$ cat src/hw/rtl/pur_pkg.sv
// ----------------------------------------------------------------------------
// pur_pkg
// shared constants and types of the polyline resampler
// ----------------------------------------------------------------------------
package pur_pkg;

   localparam int MAX_SEGMENTS_DEF = 64;
   localparam int COORD_WIDTH_DEF  = 24;
   localparam int TOL_WIDTH        = 24;
   localparam logic [TOL_WIDTH-1:0] TOL_RESET = 24'd256;

   // divider operand width: covers 2*(2^32*64)+n and 2*len+tol
   localparam int DIV_WIDTH = 42;

   // request to and answer from the shared divider
   typedef struct packed {
      logic                 start;
      logic [DIV_WIDTH-1:0] num;
      logic [DIV_WIDTH-1:0] den;
   } div_req_type;

   typedef struct packed {
      logic                 done;
      logic [DIV_WIDTH-1:0] quo;
   } div_rsp_type;

endpackage

$ cat src/hw/rtl/pur_sqrt.sv
// ----------------------------------------------------------------------------
// pur_sqrt
// bit-serial rounded square root, one result bit per cycle
// ----------------------------------------------------------------------------
module pur_sqrt #(
   parameter int IN_WIDTH  = 68,
   parameter int OUT_WIDTH = 34
) (
   input  logic                 clock,
   input  logic                 reset,
   input  logic                 start,
   input  logic [IN_WIDTH-1:0]  radicand,
   output logic                 done,
   output logic [OUT_WIDTH-1:0] root
);

   localparam int RW    = IN_WIDTH + 2;
   localparam int TOPB  = 2 * ((IN_WIDTH - 1) / 2);   // highest even bit of the radicand
   localparam int STEPS = TOPB / 2 + 1;
   localparam int CW    = $clog2(STEPS + 1);

   logic [IN_WIDTH-1:0]  rem_ff, rem_in;
   logic [IN_WIDTH-1:0]  q_ff, q_in;
   logic [IN_WIDTH-1:0]  bit_ff, bit_in;
   logic [CW-1:0]        cnt_ff, cnt_in;
   logic                 busy_ff, busy_in;
   logic                 fin_ff, fin_in;
   logic [RW-1:0]        trial;
   logic [RW-1:0]        qext;

   // restoring digit-by-digit root over bit pairs
   always_comb begin
      rem_in  = rem_ff;
      q_in    = q_ff;
      bit_in  = bit_ff;
      cnt_in  = cnt_ff;
      busy_in = busy_ff;
      fin_in  = 1'b0;
      qext    = RW'(q_ff);
      trial   = RW'(rem_ff) - (qext + RW'(bit_ff));
      if (start) begin
         rem_in  = radicand;
         q_in    = '0;
         bit_in  = IN_WIDTH'(1) << TOPB;
         cnt_in  = CW'(STEPS);
         busy_in = 1'b1;
      end else if (busy_ff) begin
         if (!trial[RW-1]) begin
            rem_in = trial[IN_WIDTH-1:0];
            q_in   = IN_WIDTH'((qext >> 1) + RW'(bit_ff));
         end else begin
            q_in = IN_WIDTH'(qext >> 1);
         end
         bit_in = bit_ff >> 2;
         cnt_in = cnt_ff - 1'b1;
         if (cnt_ff == CW'(1)) begin
            busy_in = 1'b0;
            fin_in  = 1'b1;
         end
      end
   end

   always_ff @(posedge clock) begin
      if (reset) begin
         busy_ff <= 1'b0;
         fin_ff  <= 1'b0;
      end else begin
         busy_ff <= busy_in;
         fin_ff  <= fin_in;
      end
      rem_ff <= rem_in;
      q_ff   <= q_in;
      bit_ff <= bit_in;
      cnt_ff <= cnt_in;
   end

   // round up when remainder exceeds the root (s > q*q + q)
   assign done = fin_ff;
   assign root = OUT_WIDTH'(q_ff + IN_WIDTH'(rem_ff > q_ff));

endmodule

$ cat src/hw/rtl/pur_div.sv
// ----------------------------------------------------------------------------
// pur_div
// shared restoring divider, one quotient bit per cycle
// ----------------------------------------------------------------------------
module pur_div (
   input  logic                 clock,
   input  logic                 reset,
   input  pur_pkg::div_req_type req,
   output pur_pkg::div_rsp_type rsp
);

   localparam int W  = pur_pkg::DIV_WIDTH;
   localparam int CW = $clog2(W + 1);

   logic [W-1:0]  quo_ff, quo_in;
   logic [W-1:0]  rem_ff, rem_in;
   logic [W-1:0]  den_ff, den_in;
   logic [CW-1:0] cnt_ff, cnt_in;
   logic          busy_ff, busy_in;
   logic          fin_ff, fin_in;
   logic [W:0]    shifted;
   logic [W:0]    diff;

   // shift in one numerator bit and try a subtract
   always_comb begin
      quo_in  = quo_ff;
      rem_in  = rem_ff;
      den_in  = den_ff;
      cnt_in  = cnt_ff;
      busy_in = busy_ff;
      fin_in  = 1'b0;
      shifted = {rem_ff, quo_ff[W-1]};
      diff    = shifted - {1'b0, den_ff};
      if (req.start) begin
         quo_in  = req.num;
         rem_in  = '0;
         den_in  = req.den;
         cnt_in  = CW'(W);
         busy_in = 1'b1;
      end else if (busy_ff) begin
         if (!diff[W]) begin
            rem_in = diff[W-1:0];
            quo_in = {quo_ff[W-2:0], 1'b1};
         end else begin
            rem_in = shifted[W-1:0];
            quo_in = {quo_ff[W-2:0], 1'b0};
         end
         cnt_in = cnt_ff - 1'b1;
         if (cnt_ff == CW'(1)) begin
            busy_in = 1'b0;
            fin_in  = 1'b1;
         end
      end
   end

   always_ff @(posedge clock) begin
      if (reset) begin
         busy_ff <= 1'b0;
         fin_ff  <= 1'b0;
      end else begin
         busy_ff <= busy_in;
         fin_ff  <= fin_in;
      end
      quo_ff <= quo_in;
      rem_ff <= rem_in;
      den_ff <= den_in;
      cnt_ff <= cnt_in;
   end

   assign rsp.done = fin_ff;
   assign rsp.quo  = quo_ff;

endmodule

$ cat src/hw/rtl/polyline_uniform_resample.sv
// ----------------------------------------------------------------------------
// polyline_uniform_resample
// 3d polyline resampler: emits evenly spaced points along long edges
// ----------------------------------------------------------------------------
// Each vertex is taken, then the block stays busy until all its points are
// transferred. A line start goes straight to output of its vertex. A later
// vertex runs one squared-difference step per axis on a shared multiplier, a
// bit-serial root and a divide for the count; a short edge thus only emits its
// vertex. Each interior point then needs three divide steps, one per axis, on
// the one shared divider and an output transfer that waits for rsp_ready.
module polyline_uniform_resample #(
   parameter int MAX_SEGMENTS = pur_pkg::MAX_SEGMENTS_DEF,
   parameter int COORD_WIDTH  = pur_pkg::COORD_WIDTH_DEF
) (
   input  logic                                clock,
   input  logic                                reset,
   input  logic                                req_valid,
   output logic                                req_ready,
   input  logic signed [COORD_WIDTH-1:0]       req_point_x,
   input  logic signed [COORD_WIDTH-1:0]       req_point_y,
   input  logic signed [COORD_WIDTH-1:0]       req_point_z,
   input  logic                                req_starts_line,
   output logic                                rsp_valid,
   input  logic                                rsp_ready,
   output logic signed [COORD_WIDTH-1:0]       rsp_out_x,
   output logic signed [COORD_WIDTH-1:0]       rsp_out_y,
   output logic signed [COORD_WIDTH-1:0]       rsp_out_z,
   output logic                                rsp_last_of_run,
   output logic                                rsp_count_clamped,
   input  logic                                csr_we,
   input  logic [pur_pkg::TOL_WIDTH-1:0]       csr_wdata
);

   localparam int W   = pur_pkg::DIV_WIDTH;
   localparam int DW  = COORD_WIDTH + 1;          // signed difference width
   localparam int MW  = COORD_WIDTH;              // magnitude width
   localparam int SW  = 2 * MW + 2;               // sum of squares width
   localparam int RTW = MW + 2;                   // root width
   localparam int NW  = $clog2(MAX_SEGMENTS + 1);

   typedef enum logic [8:0] {
      S_IDLE  = 9'b000000001,
      S_SQ    = 9'b000000010,
      S_ROOT  = 9'b000000100,
      S_NDIV  = 9'b000001000,
      S_NWAIT = 9'b000010000,
      S_PDIV  = 9'b000100000,
      S_PWAIT = 9'b001000000,
      S_EMIT  = 9'b010000000,
      S_LAST  = 9'b100000000
   } state_type;

   state_type state_ff, state_in;

   logic [pur_pkg::TOL_WIDTH-1:0] tol_ff;
   logic [COORD_WIDTH-1:0] prev_ff [3];
   logic [COORD_WIDTH-1:0] cur_ff [3];
   logic signed [DW-1:0]   d_ff [3];
   logic                   have_prev_ff;
   logic [SW-1:0]          sum_ff;
   logic [1:0]             axis_ff;
   logic [RTW-1:0]         len_ff;
   logic [NW-1:0]          n_ff;
   logic [NW-1:0]          j_ff;
   logic                   clamp_ff;
   logic [COORD_WIDTH-1:0] pt_ff [3];
   logic                   sq_start;
   logic                   sq_done;
   logic [RTW-1:0]         root;
   pur_pkg::div_req_type   dreq;
   pur_pkg::div_rsp_type   drsp;
   logic [pur_pkg::TOL_WIDTH-1:0] tol_eff;
   logic [MW-1:0]          mag_sel;
   logic [2*MW-1:0]        sq_prod;
   logic [MW+NW-1:0]       mj;
   logic [COORD_WIDTH:0]   dsel;
   logic [W-1:0]           qn;
   logic [COORD_WIDTH-1:0] interp;
   logic                   accept;

   assign tol_eff = (tol_ff == '0) ? pur_pkg::TOL_WIDTH'(1) : tol_ff;
   assign accept  = req_valid && req_ready;
   assign req_ready = (state_ff == S_IDLE);

   // shared multiplier operand: one axis magnitude per cycle in S_SQ, one per divide step for the points
   assign dsel    = d_ff[axis_ff];
   assign mag_sel = dsel[DW-1] ? MW'(-dsel) : MW'(dsel);
   assign sq_prod = mag_sel * mag_sel;
   assign mj      = mag_sel * j_ff;
   assign sq_start = (state_ff == S_SQ) && (axis_ff == 2'd2);

   // divider operands
   always_comb begin
      dreq.start = 1'b0;
      dreq.num   = '0;
      dreq.den   = '0;
      if (state_ff == S_NDIV) begin
         dreq.start = 1'b1;
         dreq.num   = W'({len_ff, 1'b0}) + W'(tol_eff);
         dreq.den   = W'({tol_eff, 1'b0});
      end else if (state_ff == S_PDIV) begin
         dreq.start = 1'b1;
         dreq.num   = W'({mj, 1'b0}) + W'(n_ff);
         dreq.den   = W'({n_ff, 1'b0});
      end
   end

   // rounded quotient applied toward the new vertex
   assign qn     = drsp.quo;
   assign interp = dsel[DW-1] ? prev_ff[axis_ff] - COORD_WIDTH'(qn)
                              : prev_ff[axis_ff] + COORD_WIDTH'(qn);

   // sequencer
   always_comb begin
      state_in = state_ff;
      unique case (state_ff)
         S_IDLE:  if (accept) state_in = (req_starts_line || !have_prev_ff) ? S_LAST : S_SQ;
         S_SQ:    if (axis_ff == 2'd2) state_in = S_ROOT;
         S_ROOT:  if (sq_done) state_in = S_NDIV;
         S_NDIV:  state_in = (len_ff > RTW'(tol_eff)) ? S_NWAIT : S_LAST;
         S_NWAIT: if (drsp.done) state_in = S_PDIV;
         S_PDIV:  state_in = (j_ff >= n_ff) ? S_LAST : S_PWAIT;
         S_PWAIT: if (drsp.done) state_in = (axis_ff == 2'd2) ? S_EMIT : S_PDIV;
         S_EMIT:  if (rsp_ready) state_in = S_PDIV;
         S_LAST:  if (rsp_ready) state_in = S_IDLE;
         default: state_in = S_IDLE;
      endcase
   end

   always_ff @(posedge clock) begin
      if (reset) begin
         state_ff     <= S_IDLE;
         tol_ff       <= pur_pkg::TOL_RESET;
         have_prev_ff <= 1'b0;
         clamp_ff     <= 1'b0;
         for (int i = 0; i < 3; i++) prev_ff[i] <= '0;
      end else begin
         state_ff <= state_in;
         if (csr_we) tol_ff <= csr_wdata;
         unique case (state_ff)
            S_IDLE: if (accept) begin
               clamp_ff <= 1'b0;
               cur_ff[0] <= req_point_x;
               cur_ff[1] <= req_point_y;
               cur_ff[2] <= req_point_z;
               for (int i = 0; i < 3; i++) begin
                  d_ff[i] <= DW'(signed'(i == 0 ? req_point_x
                                       : i == 1 ? req_point_y : req_point_z))
                           - DW'(signed'(prev_ff[i]));
               end
               axis_ff <= 2'd0;
               sum_ff  <= '0;
            end
            S_SQ: begin
               sum_ff  <= sum_ff + SW'(sq_prod);
               axis_ff <= axis_ff + 2'd1;
            end
            S_ROOT: if (sq_done) len_ff <= root;
            S_NDIV: j_ff <= NW'(1);
            S_NWAIT: if (drsp.done) begin
               if (qn > W'(MAX_SEGMENTS)) begin
                  n_ff     <= NW'(MAX_SEGMENTS);
                  clamp_ff <= 1'b1;
               end else begin
                  n_ff <= NW'(qn);
               end
               axis_ff <= 2'd0;
            end
            S_PWAIT: if (drsp.done) begin
               pt_ff[axis_ff] <= interp;
               axis_ff <= (axis_ff == 2'd2) ? 2'd0 : axis_ff + 2'd1;
            end
            S_EMIT: if (rsp_ready) j_ff <= j_ff + 1'b1;
            S_LAST: if (rsp_ready) begin
               for (int i = 0; i < 3; i++) prev_ff[i] <= cur_ff[i];
               have_prev_ff <= 1'b1;
            end
            default: ;
         endcase
      end
   end

   pur_sqrt #(
      .IN_WIDTH  (SW),
      .OUT_WIDTH (RTW)
   ) u_sqrt (
      .clock    (clock),
      .reset    (reset),
      .start    (sq_start),
      .radicand (sum_ff + SW'(sq_prod)),
      .done     (sq_done),
      .root     (root)
   );

   pur_div u_div (
      .clock (clock),
      .reset (reset),
      .req   (dreq),
      .rsp   (drsp)
   );

   // output transfer
   assign rsp_valid         = (state_ff == S_EMIT) || (state_ff == S_LAST);
   assign rsp_last_of_run   = (state_ff == S_LAST);
   assign rsp_count_clamped = clamp_ff;
   assign rsp_out_x = (state_ff == S_LAST) ? cur_ff[0] : pt_ff[0];
   assign rsp_out_y = (state_ff == S_LAST) ? cur_ff[1] : pt_ff[1];
   assign rsp_out_z = (state_ff == S_LAST) ? cur_ff[2] : pt_ff[2];

endmodule
$ cat config.mk
export PLATFORM = sky130hd
export DESIGN_NAME = polyline_uniform_resample
export DESIGN_NICKNAME = d
export VERILOG_FILES = /design/src/hw/rtl/pur_pkg.sv /design/src/hw/rtl/pur_sqrt.sv /design/src/hw/rtl/pur_div.sv /design/src/hw/rtl/polyline_uniform_resample.sv
export SDC_FILE = /design/constraint.sdc
export NUM_CORES = 2
export LEC_CHECK = 0
export BUFFER_PORTS_ARGS = -buffer_cell sky130_fd_sc_hd__buf_2
export CELL_PAD_IN_SITES_DETAIL_PLACEMENT = 0
export CELL_PAD_IN_SITES_GLOBAL_PLACEMENT = 2
export CORE_MARGIN = 2
export CORE_UTILIZATION = 42
export DETAILED_ROUTE_END_ITERATION = 12
export MAX_ROUTING_LAYER = met4
export PLACE_DENSITY = 0.89
export SYNTH_ARGS = -nofsm -noshare
export SYNTH_HDL_FRONTEND = slang
export SYNTH_SLANG_ARGS = --single-unit
$ cat constraint.sdc
create_clock -name clock -period 13.9 [get_ports clock]
set_clock_uncertainty 0.15 [all_clocks]
set_input_delay 0 -clock clock [delete_from_list [all_inputs] [get_ports clock]]
set_output_delay 0 -clock clock [all_outputs]
set_load 0.02 [all_outputs]
* Word-level counts from Yosys, hierarchy flattened
Memory sizes are Yosys's and may differ from the RTL's. A register that Yosys moved wholly into a read port is not among the register bits. Cells that the tools add are included.
Storage, ports and cells: flip-flop bits (word level) 393, bits in writable memories 291, input bits 102, output and inout bits 76, word-level logic and storage cells 168, memories 4
Memory list:
- d_ff | depth 3, bits a word 25, read ports 1, clocked after Yosys merged registers in 1, wr ports 3, line polyline_uniform_resample.sv:58 | logic signed [DW-1:0] d_ff [3];
- cur_ff | depth 3, bits a word 24, read ports 3, clocked after Yosys merged registers in 0, wr ports 3, line polyline_uniform_resample.sv:57 | logic [COORD_WIDTH-1:0] cur_ff [3];
- prev_ff | depth 3, bits a word 24, read ports 4, clocked after Yosys merged registers in 1, wr ports 3, line polyline_uniform_resample.sv:56 | logic [COORD_WIDTH-1:0] prev_ff [3];
- pt_ff | depth 3, bits a word 24, read ports 3, clocked after Yosys merged registers in 0, wr ports 1, line polyline_uniform_resample.sv:66 | logic [COORD_WIDTH-1:0] pt_ff [3];
Cells by class: add/subtract/negate cells 18, $mul 2, magnitude comparators 4, eq/ne operators 21, mux-type cells 68, bitwise operators 6, reductions and logical operators 23
Operators with widths (count):
- $mux 50 | 5
- $mux 24 | 9
- $mux 85 | 2
- $mux 42 | 3
- $pmux 50 s2 | 1
- $mux 9 | 10
- $pmux 9 s9 | 1
- $sub 24x24->25 | 3
- $sub 50x52->52 | 1
- $add 50x49->51 | 1
- $add 49x49->50 | 1
- $add 50x48->50 | 1
- $gt 50x50->1 | 1
- $mul 24x24->48 | 1
- $sub 43x42->43 | 1
- $gt 42x7->1 const B | 1
- $add 32x7->33 | 1
- $mul 24x7->31 | 1
- $add 27x24->28 | 1
- $add 26x1->26 | 1
- $gt 26x24->1 | 1
- $mux 1 | 26
- $add 24x24->24 | 1
- $logic_not 24->1 | 1
- 40 further kinds | 67

* Longest topological paths before layout
depth in word-level cells 7, depth in mapped cells 43, gate-level depth less buffers 39

* Cells and area by module
A second synthesis with hierarchy kept.
Second synthesis, totals: cell total of the unflattened synthesis 7171, area total of the unflattened synthesis 67633.6 um2
By module, submodules not included:
- polyline_uniform_resample | instances 1, cells an instance 4826, area an instance 46967.5 um2, seq. area each 12241.7 um2
- pur_sqrt | instances 1, cells an instance 1572, area an instance 12812.3 um2, seq. area each 3143.0 um2
- pur_div | instances 1, cells an instance 773, area an instance 7853.8 um2, seq. area each 3523.4 um2

* Worst setup path before layout
Ideal clock, no wire load.
path type flip-flop to flip-flop, start point register (tool-made name), end point register u_sqrt.rem_ff[48] (data pin), setup time 0.267 ns, arrival 9.280 ns, required time 13.483 ns, slack 4.203 ns, cell stages (with the launch flop) 39, buffers on the path 7, period minus slack after synthesis 9.697 ns, cells stage by stage dfxtp_1 clkbuf_1 clkbuf_1 buf_1 clkbuf_1 nand2_1 o21a_1 clkbuf_1 or2_2 xnor2_1 inv_1 clkbuf_1 nand2_1 inv_1 fa_1 fa_1 inv_1 fa_1 [... 3 more ...] fa_1 inv_1 fa_1 inv_1 ha_1 clkbuf_1 a21oi_1 o211ai_1 a311oi_1 o32ai_1 nor3_1 o21ai_0 a31oi_1 a21oi_1 a211o_1 a21oi_1 xor2_1 o211ai_1
RTL lines:
- to (signal assigned) | line pur_sqrt.sv:71 | rem_ff <= rem_in;
- to (decl) | line pur_sqrt.sv:22 | logic [IN_WIDTH-1:0] rem_ff, rem_in;

==> reports/results.ini <==
[run_status]
outcome=finished, final reports clean

[setup_path]
crit_fanout=27
endpoint_kind=flip-flop
crit_family=adder cells
cp.required_ns=14.16
rrSetupSlack_ns=1.87
max_stage_delay_ns=0.74
crit_arrival_ns=12.29
crit_buf_inv=8
critPathSlowestCell=clkinv_1
worstSetupStartpointType=flip-flop
path_class=reg2reg
cp_common_cell=fa_1

[yosys]
yosysTopAreaCell=edfxtp_1
syn_nets=8270
syn_area_per_cell_um2=9.28
netlist_area_mm2=0.0650
syn_inst=7010
synth_seq_cells=668
ys_seq_area_share_pct=28.2
ys_warn_count=0
yosysUniqueCellTypes=89
ys.flop_type=edfxtp_1
synth_edf_count=499
synthArstFlopShare_pct=0
synth_area_leaders=edfxtp_1 23%, fa_1 18%, ha_1 11%
netlist.area_leader.share_pct=23.0

[placed_design]
io_buffers=177
place_congestion=0.907
placed_area_mm2=0.0681
dpl.hpwl_um=143000

[sta]
hold_violations=0
setup_violations=0
finalCriticalPeriod_ns=12.03
period_share_pct=86.6
drv_slew=0
tns_ns=0
whs_ns=0.187
max_slew_margin_pct=24.5
fmax_ghz=0.0831
tightest_slew_ns=1.13
grt_setup_unrepaired=false

[detailed_routing]
postRouteWirelength_um=188000
drt_iter0_markers=3842
drc=0
postRouteAntennaNets=0
firstDrtPassIters=6
routedWlPerCell_um=20.0
vias=50625
routed_via_density=5.38

[cts]
h-tree-depth=3
cts-root-buf=clkbuf_16
cts_tree=done
clk_transition_reported_paths_ns=0.06
cts_setup_buffers=0
cts_sinks=668
max-clock-path-buffers=3
clk_latency_ns=0.71
cts_buffers=82

[final_layout]
fin_area_mm2=0.0733
layout-drive-gt1-share_pct=7.22
n_antenna_cell=0
areaGrowthSynthToFinish_pct=12.7
layout.nets=8565
mostFrequentLayoutCell=inv_1
final_cell_mix=1054 x inv_1, 600 x nand2_1, 591 x fa_1
utilization_pct=47.6

[floorplan]
dieArea_mm2=0.158
start_util_pct=42.3
die-width_um=397
boundaryPins=178
die_y_um=397
core_area_mm2=0.154
placementRows=144

[global_route]
grt_pass1_wl_um=297000
gr-total-overflow=0
grt_pass1_vias=51201
antenna_found_initial=1
grt_max_degree=86
gr-usage-all-layers_pct=24.7

[worst_hold_path]
hp-class=in2reg

[flow_run]
maxCapViolCount=0

[logic make-up (layout without fill, tap and decap cells)]
| family | after synthesis | after routing | synth area share, % |
|---|---|---|---|
| and+or+nand+nor | 1859 | 1859 | 13.2 |
| AOI/OAI and AO/OA | 1357 | 1357 | 12.7 |
| buffers and inverters | 1349 | 1712 | 7.85 |
| muxes | 192 | 192 | 3.10 |
| xor gates and xnor gates | 427 | 427 | 5.75 |
| adders and majority gates | 1158 | 1158 | 29.1 |
| DFF | 668 | 668 | 28.2 |
[final timing paths]
kind                       endpoint  cells past startpoint           start
setup / recovery  u_sqrt.rem_ff[46]                     38       flip-flop
hold / removal           d_ff[1][3]                      5  req_point_y[3]
setup reg to reg  u_sqrt.rem_ff[46]                     38       flip-flop
hold reg to reg        have_prev_ff                      1    have_prev_ff
[routing by layer]
layer	part of all wire, %	GRT usage [%]	up-vias
met3	4.5	2.63	237
met5	0	-	-
met4	2.2	5.77	0
met2	48	40.7	1221
met1	45	32.7	25075
li1	-	-	24092
[state kept, by name, indices dropped and copies added (netlist names), 2 cells and up, named ones only]
signal / count
d_ff: 75
cur_ff: 72
prev_ff: 72
pt_ff: 72
sum_ff: 50
u_sqrt.q_ff: 50
u_sqrt.rem_ff: 50
u_div.quo_ff: 42
u_div.rem_ff: 42
len_ff: 26
u_sqrt.bit_ff: 25
tol_ff: 24
u_div.den_ff: 24
state_ff: 9
j_ff: 7
n_ff: 7
u_div.cnt_ff: 6
u_sqrt.cnt_ff: 5
axis_ff: 2
[cell type report]
type	instances	area [µm²]
sequential	668	18400
timing repair buffer	499	3920
inverter	1061	3980
clock inverter	57	566
clock buffer	95	2170
tap	2044	2560
multi-input combinational	4993	41700
fill	14510	80600
[Yosys cell counts, types with 44 or more instances]
cell type  count
inv_1       1054
nand2_1      602
fa_1         591
nor2_1       580
ha_1         567
edfxtp_1     499
a21oi_1      405
o21ai_0      385
xnor2_1      285
clkbuf_1     249
dfxtp_1      169
xor2_1       142
a21o_1       134
and2_1       119
mux2i_1      119
nand3_1       89
nor3_1        89
mux2_2        73
a31oi_1       69
nand4_1       66
nor2b_1       66
nand2b_1      53
o21a_1        53
and3_1        47
a211oi_1      45
o21bai_1      44
[through the flow]
step | std cells | worst slack, ns
floorplan | 7010 | 4.20
global placement | 9019 | 2.20
detailed placement | 9019 | 2.03
CTS | 9417 | 1.99
global route | 9417 | 1.13
finish | 9417 | 1.87
[tightest hold or removal path, cell delays in order]
cell and delay, ns:
dlygate4sd3_1 0.53, buf_2 0.12, ha_1 0.16, nor2_1 0.05, nor2_1 0.07
[timing repair]
item,CTS,global route
hold buffers,246,0
resized for setup,0,0
hold endpoints to repair,197,0
Power is not shown: default switching activity piles up to over one toggle a cycle in this logic, so the estimate is an artifact.
